File: config.mk
export PLATFORM = sky130hd
export DESIGN_NAME = command_line_tokenizer_top
export DESIGN_NICKNAME = d
export VERILOG_FILES = /design/src/clt_pkg.sv /design/src/clt_stage.sv /design/src/clt_parser.sv /design/src/command_line_tokenizer_top.sv
export SDC_FILE = /design/constraint.sdc
export NUM_CORES = 1
export LEC_CHECK = 0
export BUFFER_PORTS_ARGS = -buffer_cell sky130_fd_sc_hd__clkbuf_2
export CORE_MARGIN = 4
export CORE_UTILIZATION = 49
export CTS_BUF_LIST = sky130_fd_sc_hd__clkbuf_4 sky130_fd_sc_hd__clkbuf_8
export DETAILED_ROUTE_END_ITERATION = 12
export HOLD_SLACK_MARGIN = 0.05
export PLACE_DENSITY = 0.7
export SETUP_SLACK_MARGIN = 0.4
export SYNTH_ARGS = -nofsm -noshare
export SYNTH_HDL_FRONTEND = slang
export SYNTH_SLANG_ARGS = --single-unit
File: constraint.sdc
create_clock -name clk -period 5.2 [get_ports clk]
set_input_delay 0.26 -clock clk [delete_from_list [all_inputs] [get_ports clk]]
set_output_delay 0.26 -clock clk [all_outputs]
set_load 0.05 [all_outputs]
File: src/clt_pkg.sv
// Shared types and constants for the command line tokenizer.
// No dependencies; imported by clt_parser and the top level.
package clt_pkg;

  // Default limits, used as the defaults of the top-level and parser parameters
  localparam int MAX_ARGS_DEFAULT    = 16;
  localparam int MAX_ARG_LEN_DEFAULT = 1024;

  // Character codes the parser reacts to
  localparam logic [7:0] CH_HASH  = 8'h23;
  localparam logic [7:0] CH_AMP   = 8'h26;
  localparam logic [7:0] CH_QUOTE = 8'h22;
  localparam logic [7:0] CH_CR    = 8'h0D;
  localparam logic [7:0] CH_LF    = 8'h0A;
  localparam logic [7:0] CH_NUL   = 8'h00;
  localparam logic [7:0] CH_SPACE = 8'h20;
  localparam logic [7:0] CH_TAB   = 8'h09;

  typedef enum logic [2:0] {
    MODE_BETWEEN    = 3'd0,
    MODE_QUOTED     = 3'd1,
    MODE_UNQUOTED   = 3'd2,
    MODE_COMMENT    = 3'd3,
    MODE_EXPECT_EOL = 3'd4
  } parse_mode_t;

  typedef enum logic [1:0] {
    ST_OK         = 2'd0,
    ST_UNEXPECTED = 2'd1,
    ST_TOO_MANY   = 2'd2,
    ST_TOO_LONG   = 2'd3
  } status_t;

  typedef struct packed {
    logic [7:0] arg_byte;
    logic       byte_valid;
    logic [3:0] arg_index;
    logic       arg_done;
    logic       line_done;
    logic [4:0] arg_count;
    logic       background;
    status_t    status;
  } clt_result_t;

  localparam int RES_W = $bits(clt_result_t);

endpackage

File: src/clt_stage.sv
// Generic valid/ready register stage: one transaction of W bits held.
// No package dependencies; used for the input and the result register.
module clt_stage #(
  parameter int W = 8
) (
  input  logic         clk,
  input  logic         rst_n,
  input  logic         up_valid,
  output logic         up_ready,
  input  logic [W-1:0] up_data,
  output logic         dn_valid,
  input  logic         dn_ready,
  output logic [W-1:0] dn_data
);

  logic         valid_r;
  logic         valid_nxt;
  logic [W-1:0] data_r;
  logic         load;

  // Load whenever the stage is empty or the held transaction leaves in this same cycle
  assign up_ready = !valid_r || dn_ready;
  assign load     = up_valid && up_ready;

  always_comb begin
    valid_nxt = valid_r;
    if (load) begin
      valid_nxt = 1'b1;
    end else if (dn_ready) begin
      valid_nxt = 1'b0;
    end
  end

  always_ff @(posedge clk) begin
    if (!rst_n) begin
      valid_r <= 1'b0;
    end else begin
      valid_r <= valid_nxt;
    end
  end

  always_ff @(posedge clk) begin
    if (load) begin
      data_r <= up_data;
    end
  end

  assign dn_valid = valid_r;
  assign dn_data  = data_r;

endmodule

File: src/clt_parser.sv
// Tokenizer parse state and per-character next-state / result logic.
// Depends on clt_pkg (mode and status enums, result struct, char codes).
module clt_parser #(
  parameter int MAX_ARGUMENTS  = clt_pkg::MAX_ARGS_DEFAULT,
  parameter int MAX_ARG_LENGTH = clt_pkg::MAX_ARG_LEN_DEFAULT
) (
  input  logic                 clk,
  input  logic                 rst_n,
  input  logic                 step_en,
  input  logic [7:0]           char_in,
  output clt_pkg::clt_result_t res
);
  import clt_pkg::*;

  localparam int CNT_W = $clog2(MAX_ARGUMENTS + 1);
  localparam int LEN_W = $clog2(MAX_ARG_LENGTH + 1);

  parse_mode_t      mode_r,   mode_nxt;
  logic [LEN_W-1:0] len_r,    len_nxt;
  logic [CNT_W-1:0] args_r,   args_nxt;
  logic             bg_r,     bg_nxt;

  logic             is_eol;
  logic             is_space;
  logic             args_full;
  logic [LEN_W-1:0] len_inc;
  logic             len_hit;
  logic [CNT_W+4:0] idx_ext;
  logic [CNT_W+4:0] cnt_ext;

  assign is_eol   = (char_in == CH_CR) || (char_in == CH_LF) || (char_in == CH_NUL);
  assign is_space = (char_in == CH_SPACE) || ((char_in >= CH_TAB) && (char_in <= CH_CR));
  assign args_full = args_r >= CNT_W'(MAX_ARGUMENTS);
  assign len_inc   = len_r + LEN_W'(1);
  assign len_hit   = len_inc >= LEN_W'(MAX_ARG_LENGTH);
  assign idx_ext   = {5'd0, args_r};

  always_comb begin
    mode_nxt = mode_r;
    len_nxt  = len_r;
    args_nxt = args_r;
    bg_nxt   = bg_r;
    cnt_ext  = '0;
    res            = '0;
    res.arg_index  = idx_ext[3:0];
    res.status     = ST_OK;

    case (mode_r)
      MODE_BETWEEN: begin
        if (char_in == CH_HASH) begin
          mode_nxt = MODE_COMMENT;
        end else if (char_in == CH_AMP) begin
          mode_nxt = MODE_EXPECT_EOL;
          bg_nxt   = 1'b1;
        end else if (is_eol) begin
          res.line_done = 1'b1;
        end else if (is_space) begin
          // skip whitespace between arguments
        end else if (args_full) begin
          res.line_done = 1'b1;
          res.status    = ST_TOO_MANY;
        end else if (char_in == CH_QUOTE) begin
          len_nxt  = '0;
          mode_nxt = MODE_QUOTED;
        end else begin
          len_nxt        = LEN_W'(1);
          res.arg_byte   = char_in;
          res.byte_valid = 1'b1;
          mode_nxt       = MODE_UNQUOTED;
        end
      end
      MODE_QUOTED: begin
        if (char_in == CH_QUOTE) begin
          res.arg_done = 1'b1;
          args_nxt     = args_r + CNT_W'(1);
          mode_nxt     = MODE_BETWEEN;
        end else if (is_eol) begin
          res.line_done = 1'b1;
          res.status    = ST_UNEXPECTED;
        end else begin
          len_nxt = len_inc;
          if (len_hit) begin
            res.line_done = 1'b1;
            res.status    = ST_TOO_LONG;
          end else begin
            res.arg_byte   = char_in;
            res.byte_valid = 1'b1;
          end
        end
      end
      MODE_UNQUOTED: begin
        if (char_in == CH_QUOTE) begin
          res.line_done = 1'b1;
          res.status    = ST_UNEXPECTED;
        end else if (char_in == CH_HASH || char_in == CH_AMP || is_eol || is_space) begin
          res.arg_done = 1'b1;
          args_nxt     = args_r + CNT_W'(1);
          if (char_in == CH_HASH) begin
            mode_nxt = MODE_COMMENT;
          end else if (char_in == CH_AMP) begin
            mode_nxt = MODE_EXPECT_EOL;
            bg_nxt   = 1'b1;
          end else if (is_eol) begin
            res.line_done = 1'b1;
          end else begin
            mode_nxt = MODE_BETWEEN;
          end
        end else begin
          len_nxt = len_inc;
          if (len_hit) begin
            res.line_done = 1'b1;
            res.status    = ST_TOO_LONG;
          end else begin
            res.arg_byte   = char_in;
            res.byte_valid = 1'b1;
          end
        end
      end
      MODE_COMMENT: begin
        if (is_eol) begin
          res.line_done = 1'b1;
        end
      end
      MODE_EXPECT_EOL: begin
        if (is_eol) begin
          res.line_done = 1'b1;
        end else if (!is_space) begin
          res.line_done = 1'b1;
          res.status    = ST_UNEXPECTED;
        end
      end
      default: begin
        mode_nxt = MODE_BETWEEN;
      end
    endcase

    // Counts reported after this character, before any line clear
    cnt_ext        = {5'd0, args_nxt};
    res.arg_count  = cnt_ext[4:0];
    res.background = bg_nxt;

    // Line end or error: drop all line state
    if (res.line_done) begin
      mode_nxt = MODE_BETWEEN;
      len_nxt  = '0;
      args_nxt = '0;
      bg_nxt   = 1'b0;
    end
  end

  always_ff @(posedge clk) begin
    if (!rst_n) begin
      mode_r <= MODE_BETWEEN;
      len_r  <= '0;
      args_r <= '0;
      bg_r   <= 1'b0;
    end else if (step_en) begin
      mode_r <= mode_nxt;
      len_r  <= len_nxt;
      args_r <= args_nxt;
      bg_r   <= bg_nxt;
    end
  end

  a_byte_not_at_line_end: assert property (@(posedge clk) disable iff (!rst_n)
    res.byte_valid |-> !res.line_done)
    else $error("argument byte reported together with line end");

  a_error_ends_line: assert property (@(posedge clk) disable iff (!rst_n)
    (res.status != ST_OK) |-> res.line_done)
    else $error("error status without line end");

  a_line_end_clears: assert property (@(posedge clk) disable iff (!rst_n)
    (step_en && res.line_done) |=>
      (args_r == '0 && mode_r == MODE_BETWEEN && !bg_r && len_r == '0))
    else $error("line state not cleared after line end");

  a_args_bounded: assert property (@(posedge clk) disable iff (!rst_n)
    args_r <= CNT_W'(MAX_ARGUMENTS))
    else $error("argument count beyond limit");

endmodule

File: src/command_line_tokenizer_top.sv
// Top level of the command line tokenizer: input register, parser, result register.
// Depends on clt_pkg, clt_stage and clt_parser.
//
// The tokenizer takes one raw character per input transaction and returns exactly one
// result transaction for it: the byte appended to the current argument (if any), the
// argument index, argument and line end flags, the running argument count, the
// background flag and a status code (ok, unexpected token, too many arguments, argument
// too long). A line end (CR, LF, NUL) or any error clears the parser for the next line.
// Throughput is one character per clock while the output is not stalled; the character is
// held in the input register, and its result is held in the result register until taken.
// The parser's state update sits between the input register and the result register
// and advances once per character.
// Both stages accept a new transaction while the held one leaves, so a stalled output
// holds at most two characters in flight. No configuration and no reset sweep.
module command_line_tokenizer_top #(
  parameter int MAX_ARGUMENTS  = clt_pkg::MAX_ARGS_DEFAULT,
  parameter int MAX_ARG_LENGTH = clt_pkg::MAX_ARG_LEN_DEFAULT
) (
  input  logic       clk,
  input  logic       rst_n,
  input  logic       in_valid,
  output logic       in_ready,
  input  logic [7:0] in_char_in,
  output logic       out_valid,
  input  logic       out_ready,
  output logic [7:0] out_arg_byte,
  output logic       out_byte_valid,
  output logic [3:0] out_arg_index,
  output logic       out_arg_done,
  output logic       out_line_done,
  output logic [4:0] out_arg_count,
  output logic       out_background,
  output logic [1:0] out_status
);
  import clt_pkg::*;

  // Registered character waiting for the parser
  logic             ch_valid;
  logic             ch_ready;
  logic [7:0]       ch_data;
  logic             step_en;

  clt_result_t      res;
  clt_result_t      res_q;
  logic [RES_W-1:0] res_vec;
  logic [RES_W-1:0] res_q_vec;

  clt_stage #(.W(8)) u_in_stage (
    .clk      (clk),
    .rst_n    (rst_n),
    .up_valid (in_valid),
    .up_ready (in_ready),
    .up_data  (in_char_in),
    .dn_valid (ch_valid),
    .dn_ready (ch_ready),
    .dn_data  (ch_data)
  );

  // Advance the parse state exactly when the character moves into the result register
  assign step_en = ch_valid && ch_ready;

  clt_parser #(
    .MAX_ARGUMENTS  (MAX_ARGUMENTS),
    .MAX_ARG_LENGTH (MAX_ARG_LENGTH)
  ) u_parser (
    .clk     (clk),
    .rst_n   (rst_n),
    .step_en (step_en),
    .char_in (ch_data),
    .res     (res)
  );

  assign res_vec = res;

  clt_stage #(.W(RES_W)) u_out_stage (
    .clk      (clk),
    .rst_n    (rst_n),
    .up_valid (ch_valid),
    .up_ready (ch_ready),
    .up_data  (res_vec),
    .dn_valid (out_valid),
    .dn_ready (out_ready),
    .dn_data  (res_q_vec)
  );

  assign res_q = clt_result_t'(res_q_vec);

  // Unpack the held result onto the output ports
  assign out_arg_byte   = res_q.arg_byte;
  assign out_byte_valid = res_q.byte_valid;
  assign out_arg_index  = res_q.arg_index;
  assign out_arg_done   = res_q.arg_done;
  assign out_line_done  = res_q.line_done;
  assign out_arg_count  = res_q.arg_count;
  assign out_background = res_q.background;
  assign out_status     = res_q.status;

endmodule
==> impl_metrics.prom, run 1 <==
# TYPE chip_impl_metric gauge
chip_impl_info{name="status",value="completed"} 1
chip_impl_metric{name="worst_slew_margin_rel",unit="%"} 30.6
chip_impl_metric{name="dr_total_vias",unit=""} 2173
chip_impl_metric{name="num_antenna_cells",unit=""} 0
chip_impl_metric{name="nNetsFinal",unit=""} 319
chip_impl_metric{name="finalHoldViolCount",unit=""} 0
chip_impl_metric{name="clock_tree.htree_level_count",unit=""} 2
chip_impl_metric{name="final_period_minus_worst_setup_slack",unit="ps"} 2630
chip_impl_metric{name="clkSlewWorstSetupHoldPaths",unit="ps"} 100
chip_impl_metric{name="fill_cells",unit=""} 478
chip_impl_metric{name="maxCapViolCount",unit=""} 0
chip_impl_metric{name="drt_first_pass_iters",unit=""} 4
chip_impl_metric{name="floorplan.core_area",unit="um2"} 5510
chip_impl_metric{name="clock_latency",unit="ps"} 310
chip_impl_metric{name="worst_hold_slack",unit="ps"} 122
chip_impl_metric{name="port-buffer-count",unit=""} 36
chip_impl_metric{name="vias_per_cell",unit=""} 5.76
chip_impl_info{name="unrepaired_setup_endpoints_after_global_routing",value="false"} 1
chip_impl_metric{name="power_per_standard_cell_area",unit="nW/um2"} 281
chip_impl_info{name="cts_tree",value="yes"} 1
chip_impl_metric{name="fraction_of_final_layout_cells_sized_beyond_drive_strength_1",unit="%"} 19.3
chip_impl_info{name="min_from",value="in_char_in[1]"} 1
chip_impl_metric{name="final_core_util",unit="%"} 56.5
chip_impl_info{name="clockRootBuffer",value="sky130_fd_sc_hd__clkbuf_8"} 1
chip_impl_metric{name="global_route.usage.total",unit="%"} 16.5
chip_impl_metric{name="async_flop_share",unit="%"} 0
chip_impl_info{name="holdPathEnd",value="u_in_stage.dn_data[1]"} 1
chip_impl_info{name="worst_setup_path_end_kind",value="flop"} 1
chip_impl_metric{name="setup-tns-final",unit="ps"} 0
chip_impl_metric{name="syn_nets",unit=""} 285
chip_impl_metric{name="grt-ovfl-total",unit=""} 0
chip_impl_metric{name="synth_enable_flop_cells",unit=""} 31
chip_impl_metric{name="detailedRoute.firstIterationViolations",unit=""} 231
chip_impl_metric{name="antenna_found_initial",unit=""} 0
chip_impl_metric{name="finalCritPeriodShare",unit="%"} 50.6
chip_impl_info{name="worstSetupPathType",value="reg -> reg"} 1
chip_impl_metric{name="worst_vdd_rail_ir_drop",unit="V"} 0.000154
chip_impl_metric{name="pin_count",unit=""} 37
chip_impl_metric{name="first_global_vias",unit=""} 1961
chip_impl_info{name="ys_dominant_reg_cell",value="sky130_fd_sc_hd__edfxtp_1"} 1
chip_impl_metric{name="synthDistinctLibCells",unit=""} 59
chip_impl_info{name="hp-class",value="in -> reg"} 1
chip_impl_metric{name="fmax",unit="MHz"} 380
chip_impl_metric{name="cts_buffers",unit=""} 5
chip_impl_metric{name="clock_skew",unit="ps"} 8.70
chip_impl_metric{name="detailed_route_wire_length_per_cell",unit="um"} 14.7
chip_impl_metric{name="timing.final.setup_violations",unit=""} 0
chip_impl_metric{name="worst_r2r_path_depth",unit=""} 7
chip_impl_info{name="crit-reg2reg-capture",value="u_parser.len_r[6]"} 1
chip_impl_metric{name="finalMaxSlewViolations",unit=""} 0
chip_impl_metric{name="dp_hpwl",unit="um"} 3990
chip_impl_metric{name="die-area",unit="um2"} 6920
chip_impl_info{name="startpoint_type",value="flop"} 1
chip_impl_metric{name="placementRows",unit=""} 27
chip_impl_metric{name="clock_tree.buffer_depth",unit=""} 2
chip_impl_metric{name="grt_pass1_wl",unit="um"} 9510
chip_impl_metric{name="timing.hold.worst_path_depth",unit=""} 1
chip_impl_metric{name="totalWireLength",unit="um"} 5550
chip_impl_metric{name="route.detailed.drc",unit=""} 0
chip_impl_metric{name="cp_max_fo",unit=""} 18
chip_impl_metric{name="worst_case_register_to_register_setup_slack",unit="ps"} 2570
chip_impl_metric{name="synthToLayoutAreaGrowth",unit="%"} 12.2
chip_impl_metric{name="ant_nets",unit=""} 0
chip_impl_metric{name="synth_area_per_cell",unit="um2"} 10.3
chip_impl_info{name="startpoint_of_the_most_critical_register_to_register_path",value="u_parser.mode_r[2]"} 1
chip_impl_metric{name="arrival",unit="ps"} 2860
chip_impl_metric{name="initial_core_util",unit="%"} 50.3
chip_impl_metric{name="tritoncts_num_sinks",unit=""} 53
chip_impl_metric{name="area_of_the_mapped_netlist",unit="um2"} 2770
chip_impl_metric{name="synth_seq_cells",unit=""} 53
chip_impl_metric{name="post_cts.repair.setup_buffers",unit=""} 0
chip_impl_metric{name="die_h",unit="um"} 83.2
chip_impl_metric{name="fp.dieW",unit="um"} 83.2
chip_impl_metric{name="place_congestion",unit=""} 0.954
chip_impl_metric{name="hold_buffers",unit=""} 0
chip_impl_metric{name="yosysWarningCount",unit=""} 0
chip_impl_metric{name="cts_resized",unit=""} 0
chip_impl_metric{name="p_leak",unit="nW"} 1.15
chip_impl_metric{name="synth_sequential_area_ratio",unit="%"} 49.5
chip_impl_metric{name="worst_ep_required_time",unit="ps"} 5430
chip_impl_metric{name="timing_worst_slew_pin_value",unit="ps"} 1040
chip_impl_metric{name="grt_start_max_net_pins",unit=""} 31
chip_impl_metric{name="post_synth_inst_count",unit=""} 270
==> cells in the final DEF (no fill, tap or decap), types with 3 or more instances in the layout <==
cell                        netlist  routed
sky130_fd_sc_hd__nand3_1         10      10
sky130_fd_sc_hd__xnor2_1          6       6
sky130_fd_sc_hd__clkbuf_2         0      36
sky130_fd_sc_hd__nor2_1          19      19
sky130_fd_sc_hd__inv_1           15      15
sky130_fd_sc_hd__a21oi_1         12      12
sky130_fd_sc_hd__o21ai_0         12      12
sky130_fd_sc_hd__and2_1           9       9
sky130_fd_sc_hd__nor3_1           4       4
sky130_fd_sc_hd__clkbuf_8         0       5
sky130_fd_sc_hd__or3_1            4       4
sky130_fd_sc_hd__dfxtp_1         22      22
sky130_fd_sc_hd__nand2b_1         8       8
sky130_fd_sc_hd__edfxtp_1        31      31
sky130_fd_sc_hd__and3_1           6       6
sky130_fd_sc_hd__ha_1             3       3
sky130_fd_sc_hd__a2bb2oi_1        3       3
sky130_fd_sc_hd__o21ai_1          4       4
sky130_fd_sc_hd__xor2_1           4       4
sky130_fd_sc_hd__nand2_1         24      24
sky130_fd_sc_hd__o22ai_1          5       5
sky130_fd_sc_hd__nand4_1          8       8
sky130_fd_sc_hd__nand3b_1         3       3
sky130_fd_sc_hd__a32o_1           4       4
sky130_fd_sc_hd__a31oi_1          5       5
==> power by group <==
group          internal, W  switching (W)
sequential        0.000462      0.0000161
clock             0.000144       0.000136
combinational    0.0000349      0.0000797
==> per-stage QoR <==
stage	instances	setup WS (ps)	total power (W)	cell area (um2)
4_1_cts	377	2580	0.000881	3110
6_report	377	2570	0.000873	3110
2_1_floorplan	270	2920	0.000575	2770
5_1_grt	377	2300	0.000910	3110
3_3_place_gp	369	2680	0.000601	2990
3_5_place_dp	369	2600	0.000602	2990
==> cell usage after synthesis (all sizes together) (2+ instances only) <==
library cell | count | area (um2)
edfxtp | 31 | 931
nand2 | 25 | 101
dfxtp | 22 | 440
nor2 | 19 | 71.3
o21ai | 16 | 80.1
inv | 15 | 56.3
a21oi | 12 | 60.1
nand3 | 11 | 60.1
and2 | 9 | 56.3
nand2b | 8 | 50.1
nand4 | 8 | 50.1
nor3 | 8 | 72.6
a31oi | 6 | 52.6
and3 | 6 | 37.5
buf | 6 | 36.3
o22ai | 6 | 43.8
xnor2 | 6 | 52.6
a32o | 4 | 40.0
or3 | 4 | 25.0
xor2 | 4 | 35.0
a2bb2oi | 3 | 26.3
clkbuf | 3 | 11.3
ha | 3 | 37.5
nand3b | 3 | 22.5
o21a | 3 | 23.8
a211oi | 2 | 15.0
a21o | 2 | 15.0
a22o | 2 | 17.5
nor2b | 2 | 12.5
o31ai | 2 | 20.0
==> flip-flops by register name (all words and copies together) (netlist names) <==
| register | count |
|---|---|
| u_parser.mode_r | 3 |
| u_in_stage.dn_valid | 1 |
| u_parser.len_r | 11 |
| u_parser.args_r | 5 |
| u_in_stage.dn_data | 8 |
| u_parser.bg_r | 1 |
| u_out_stage.dn_valid | 1 |
| u_out_stage.dn_data | 23 |
==> metal layers <==
| layer | share of wire [%] | wire length [um] | track usage, % |
|---|---|---|---|
| met1 | 48 | 2640 | 23.3 |
| met2 | 46 | 2560 | 25.9 |
| met3 | 4.9 | 273 | 2.48 |
| met4 | 1.3 | 72 | 5.79 |
| met5 | 0 | 0 | 0 |
==> worst max path at each step <==
stage | to | depth (start not counted) | slack, ps | start
6_report | u_parser.len_r[6] | 7 | 2570 | u_parser.mode_r[2]
5_1_grt | u_parser.len_r[8] | 6 | 2300 | u_out_stage.dn_valid
4_1_cts | u_parser.len_r[6] | 7 | 2580 | u_in_stage.dn_data[3]
3_5_place_dp | u_parser.len_r[6] | 7 | 2600 | u_in_stage.dn_data[3]
3_3_place_gp | u_parser.len_r[6] | 7 | 2680 | u_in_stage.dn_data[3]
2_1_floorplan | u_parser.mode_r[0] | 7 | 2920 | u_out_stage.dn_valid
==> layout make-up <==
cell class | count | area (um2) | area share [%]
clock buffer | 5 | 68.8 | 2.21
clock inverter | 3 | 46.3 | 1.49
inverter | 15 | 56.3 | 1.81
multi-input combinational | 193 | 1300 | 41.7
sequential | 53 | 1370 | 44.1
tap | 72 | 90.1 | 2.90
timing repair buffer | 36 | 180 | 5.79
==> cells by family (layout without fill, tap and decap cells) <==
family	after synthesis	after routing	synth area share [%]
simple gates	111	111	23.2
compound gates	68	68	18.7
flops	53	53	49.5
buf+inv	24	59	3.75
xor+xnor	10	10	3.16
fa+ha+maj	3	3	1.35
mux	1	1	0.361
==> critical path, stage by stage (launching register included) <==
cell and delay [ps]:
sky130_fd_sc_hd__dfxtp_1 750, sky130_fd_sc_hd__nor2_1 250, sky130_fd_sc_hd__a2bb2oi_1 230, sky130_fd_sc_hd__o32a_1 200, sky130_fd_sc_hd__o21ai_0 190, sky130_fd_sc_hd__o41ai_2 660, sky130_fd_sc_hd__nand2_1 150, sky130_fd_sc_hd__o311ai_2 110
No activity file was read; power rests on OpenSTA's default activity.
==> run 2: changes to the inputs <==
clock period = 2.51 ns   (was 5.2 ns; I/O delays follow)
==> run 2 against run 1 <==
Clock skew down 1.5 ps. Power grew 110%. Sequential power rose by 110%. Cell area is 14% higher. Hold slack worse by 14 ps. Sequential share of layout area fell by 5.4 points. Utilization rose by 8.0 points. Clock power increased by 78%. Combinational power increased to 2.7 times the previous value. Count of clock-buffer cells in the layout is the same.
==> impl_metrics.prom, run 2 (same netlist as run 1, synthesis figures left out) <==
# TYPE chip_impl_metric gauge
chip_impl_info{name="status",value="completed"} 1
chip_impl_metric{name="port-buffer-count",unit=""} 36
chip_impl_metric{name="placementRows",unit=""} 27
chip_impl_metric{name="critical-path-max-stage-delay",unit="ps"} 480
chip_impl_metric{name="grt_start_max_net_pins",unit=""} 19
chip_impl_metric{name="internal",unit="W"} 0.00128
chip_impl_metric{name="die-area",unit="um2"} 6920
chip_impl_metric{name="detailedRoute.firstIterationViolations",unit=""} 137
chip_impl_metric{name="totalWireLength",unit="um"} 6290
chip_impl_metric{name="grt-ovfl-total",unit=""} 0
chip_impl_info{name="worstSetupPathType",value="reg -> reg"} 1
chip_impl_metric{name="setup-tns-final",unit="ps"} 0
chip_impl_metric{name="finalHoldViolCount",unit=""} 0
chip_impl_metric{name="initial_core_util",unit="%"} 50.3
chip_impl_metric{name="power.switching_fraction",unit="%"} 28.9
chip_impl_metric{name="fin_area",unit="um2"} 3550
chip_impl_metric{name="cp_max_fo",unit=""} 7
chip_impl_metric{name="synthToLayoutAreaGrowth",unit="%"} 28.0
chip_impl_metric{name="finalWorstSetupSlack",unit="ps"} 178
chip_impl_metric{name="ant_nets",unit=""} 0
chip_impl_info{name="cp_slowest_cell",value="sky130_fd_sc_hd__edfxtp_1"} 1
chip_impl_metric{name="clkSlewWorstSetupHoldPaths",unit="ps"} 100
chip_impl_metric{name="floorplan.core_area",unit="um2"} 5510
chip_impl_metric{name="num_antenna_cells",unit=""} 0
chip_impl_metric{name="tritoncts_num_sinks",unit=""} 53
chip_impl_info{name="unrepaired_setup_endpoints_after_global_routing",value="true"} 1
chip_impl_metric{name="dp_hpwl",unit="um"} 4290
chip_impl_metric{name="fill_cells",unit=""} 441
chip_impl_metric{name="timing.final.setup_violations",unit=""} 0
chip_impl_metric{name="fmax",unit="MHz"} 429
chip_impl_metric{name="worst_ep_required_time",unit="ps"} 2720
chip_impl_metric{name="clock_tree.buffer_depth",unit=""} 2
chip_impl_metric{name="worst-path-buf-inv",unit=""} 3
chip_impl_metric{name="worst_hold_slack",unit="ps"} 109
chip_impl_metric{name="final_period_minus_worst_setup_slack",unit="ps"} 2330
chip_impl_metric{name="maxCapViolCount",unit=""} 0
chip_impl_info{name="startpoint_type",value="flop"} 1
chip_impl_info{name="hp-class",value="in -> reg"} 1
chip_impl_info{name="layout.cells.most_common_list",value="36 x sky130_fd_sc_hd__clkbuf_2, 32 x sky130_fd_sc_hd__buf_4, 31 x sky130_fd_sc_hd__edfxtp_1"} 1
chip_impl_metric{name="fin_cells",unit=""} 422
chip_impl_info{name="layout_commonest_cell",value="sky130_fd_sc_hd__clkbuf_2"} 1
chip_impl_metric{name="worst_slew_margin_rel",unit="%"} 58.0
chip_impl_metric{name="p_leak",unit="nW"} 1.37
chip_impl_metric{name="power_per_standard_cell_area",unit="nW/um2"} 506
chip_impl_metric{name="die_h",unit="um"} 83.2
chip_impl_info{name="clockRootBuffer",value="sky130_fd_sc_hd__clkbuf_8"} 1
chip_impl_metric{name="antenna_found_initial",unit=""} 0
chip_impl_metric{name="pre_cts_ws",unit="ps"} 56.8
chip_impl_metric{name="place_congestion",unit=""} 0.911
chip_impl_metric{name="dr_total_vias",unit=""} 2388
chip_impl_info{name="critical-path-top-delay-family",value="compound AO/OA/AOI/OAI gates"} 1
chip_impl_metric{name="cts_buffers",unit=""} 5
chip_impl_metric{name="nNetsFinal",unit=""} 364
chip_impl_metric{name="power_switching",unit="W"} 0.000519
chip_impl_metric{name="arrival",unit="ps"} 2540
chip_impl_info{name="worst_setup_path_end_kind",value="flop"} 1
chip_impl_metric{name="first_global_vias",unit=""} 2278
chip_impl_metric{name="pwr-share-comb",unit="%"} 17.6
chip_impl_metric{name="clock_tree.htree_level_count",unit=""} 2
chip_impl_metric{name="post_placement_cell_count",unit=""} 388
chip_impl_metric{name="largest_register_ffs",unit=""} 23
chip_impl_metric{name="clock_skew",unit="ps"} 7.25
chip_impl_metric{name="timing_worst_slew_pin_value",unit="ps"} 629
chip_impl_metric{name="fp.dieW",unit="um"} 83.2
chip_impl_metric{name="power_share_of_the_clock_group",unit="%"} 27.8
chip_impl_metric{name="detailed_route_wire_length_per_cell",unit="um"} 14.9
chip_impl_metric{name="drt_first_pass_iters",unit=""} 4
chip_impl_metric{name="power_frac_seq",unit="%"} 54.7
chip_impl_metric{name="placement.cell_area",unit="um2"} 3150
chip_impl_metric{name="worst_vdd_rail_ir_drop",unit="V"} 0.000312
chip_impl_metric{name="route.detailed.drc",unit=""} 0
chip_impl_metric{name="vias_per_cell",unit=""} 5.66
chip_impl_info{name="cts_tree",value="yes"} 1
chip_impl_metric{name="pin_count",unit=""} 37
chip_impl_metric{name="finalCritPeriodShare",unit="%"} 92.9
chip_impl_metric{name="finalMaxSlewViolations",unit=""} 0
chip_impl_metric{name="fraction_of_final_layout_cells_sized_beyond_drive_strength_1",unit="%"} 32.0
chip_impl_metric{name="grt_pass1_wl",unit="um"} 10900
chip_impl_info{name="cp_cell_sequence",value="buf_2, inv_1, a31oi_2, a31oi_4, a2111oi_4, buf_4, nor3_4, a32o_1"} 1
chip_impl_metric{name="global_route.usage.total",unit="%"} 19.0
chip_impl_metric{name="clock_latency",unit="ps"} 310
## run 2: layout make-up
type,count,area [um2],area share (%)
timing repair buffer,81,549,15.5
tap,72,90.1,2.54
clock inverter,3,23.8,0.670
sequential,53,1370,38.7
multi-input combinational,193,1380,39.0
clock buffer,5,68.8,1.94
inverter,15,60.1,1.69
## run 2: power by group through the flow
stage / Clock (W) / Sequential, W / Combinational [W]
after global placement: 0 / 0.00100 / 0.000267
after CTS: 0.000512 / 0.000980 / 0.000300
after global routing: 0.000550 / 0.000988 / 0.000343
final: 0.000499 / 0.000982 / 0.000316
after detailed placement: 0 / 0.00100 / 0.000269
after floorplan: 0 / 0.00106 / 0.000137
## run 2: worst reg2reg max path, delay by kind of cell (launching register included)
| family | cells | cell delay [ps] |
|---|---|---|
| buffers and inverters | 3 | 520 |
| AOI/OAI and AO/OA | 4 | 1160 |
| and+or+nand+nor | 1 | 60 |
| DFF | 1 | 480 |
## run 2: per-stage QoR
stage               util (%)  power, W
floorplan                  -   0.00119
global placement        57.3   0.00127
detailed placement      57.3   0.00127
CTS                     62.8   0.00179
global route            64.4   0.00188
finish                  64.4   0.00180
## run 2: per-layer routing
layer / vias up / part of all wire [%] / GRT usage, %
met1: 1137 / 47 / 26.5
met5: - / 0 / 0
li1: 1170 / - / -
met3: 12 / 5.2 / 3.37
met4: 0 / 1.8 / 6.84
met2: 69 / 46 / 29.7
## run 2: repair_timing
action                                 4_1_cts  5_1_grt
setup endpoints to repair                   34       34
gates resized for setup                     12       12
hold buffers                                 9        0
endpoints found under the hold margin        9        0
pin swaps                                    7        8
setup buffers                               11        6
## run 2: path summary, 6_finish.rpt
check,startpoint,to,slack (ps),cells past startpoint
max,u_in_stage.dn_data[2],u_parser.args_r[2],180,8
min,out_ready,u_out_stage.dn_valid,110,4
max reg2reg,u_in_stage.dn_data[2],u_parser.args_r[2],180,8
min reg2reg,u_parser.len_r[3],u_parser.len_r[3],510,2
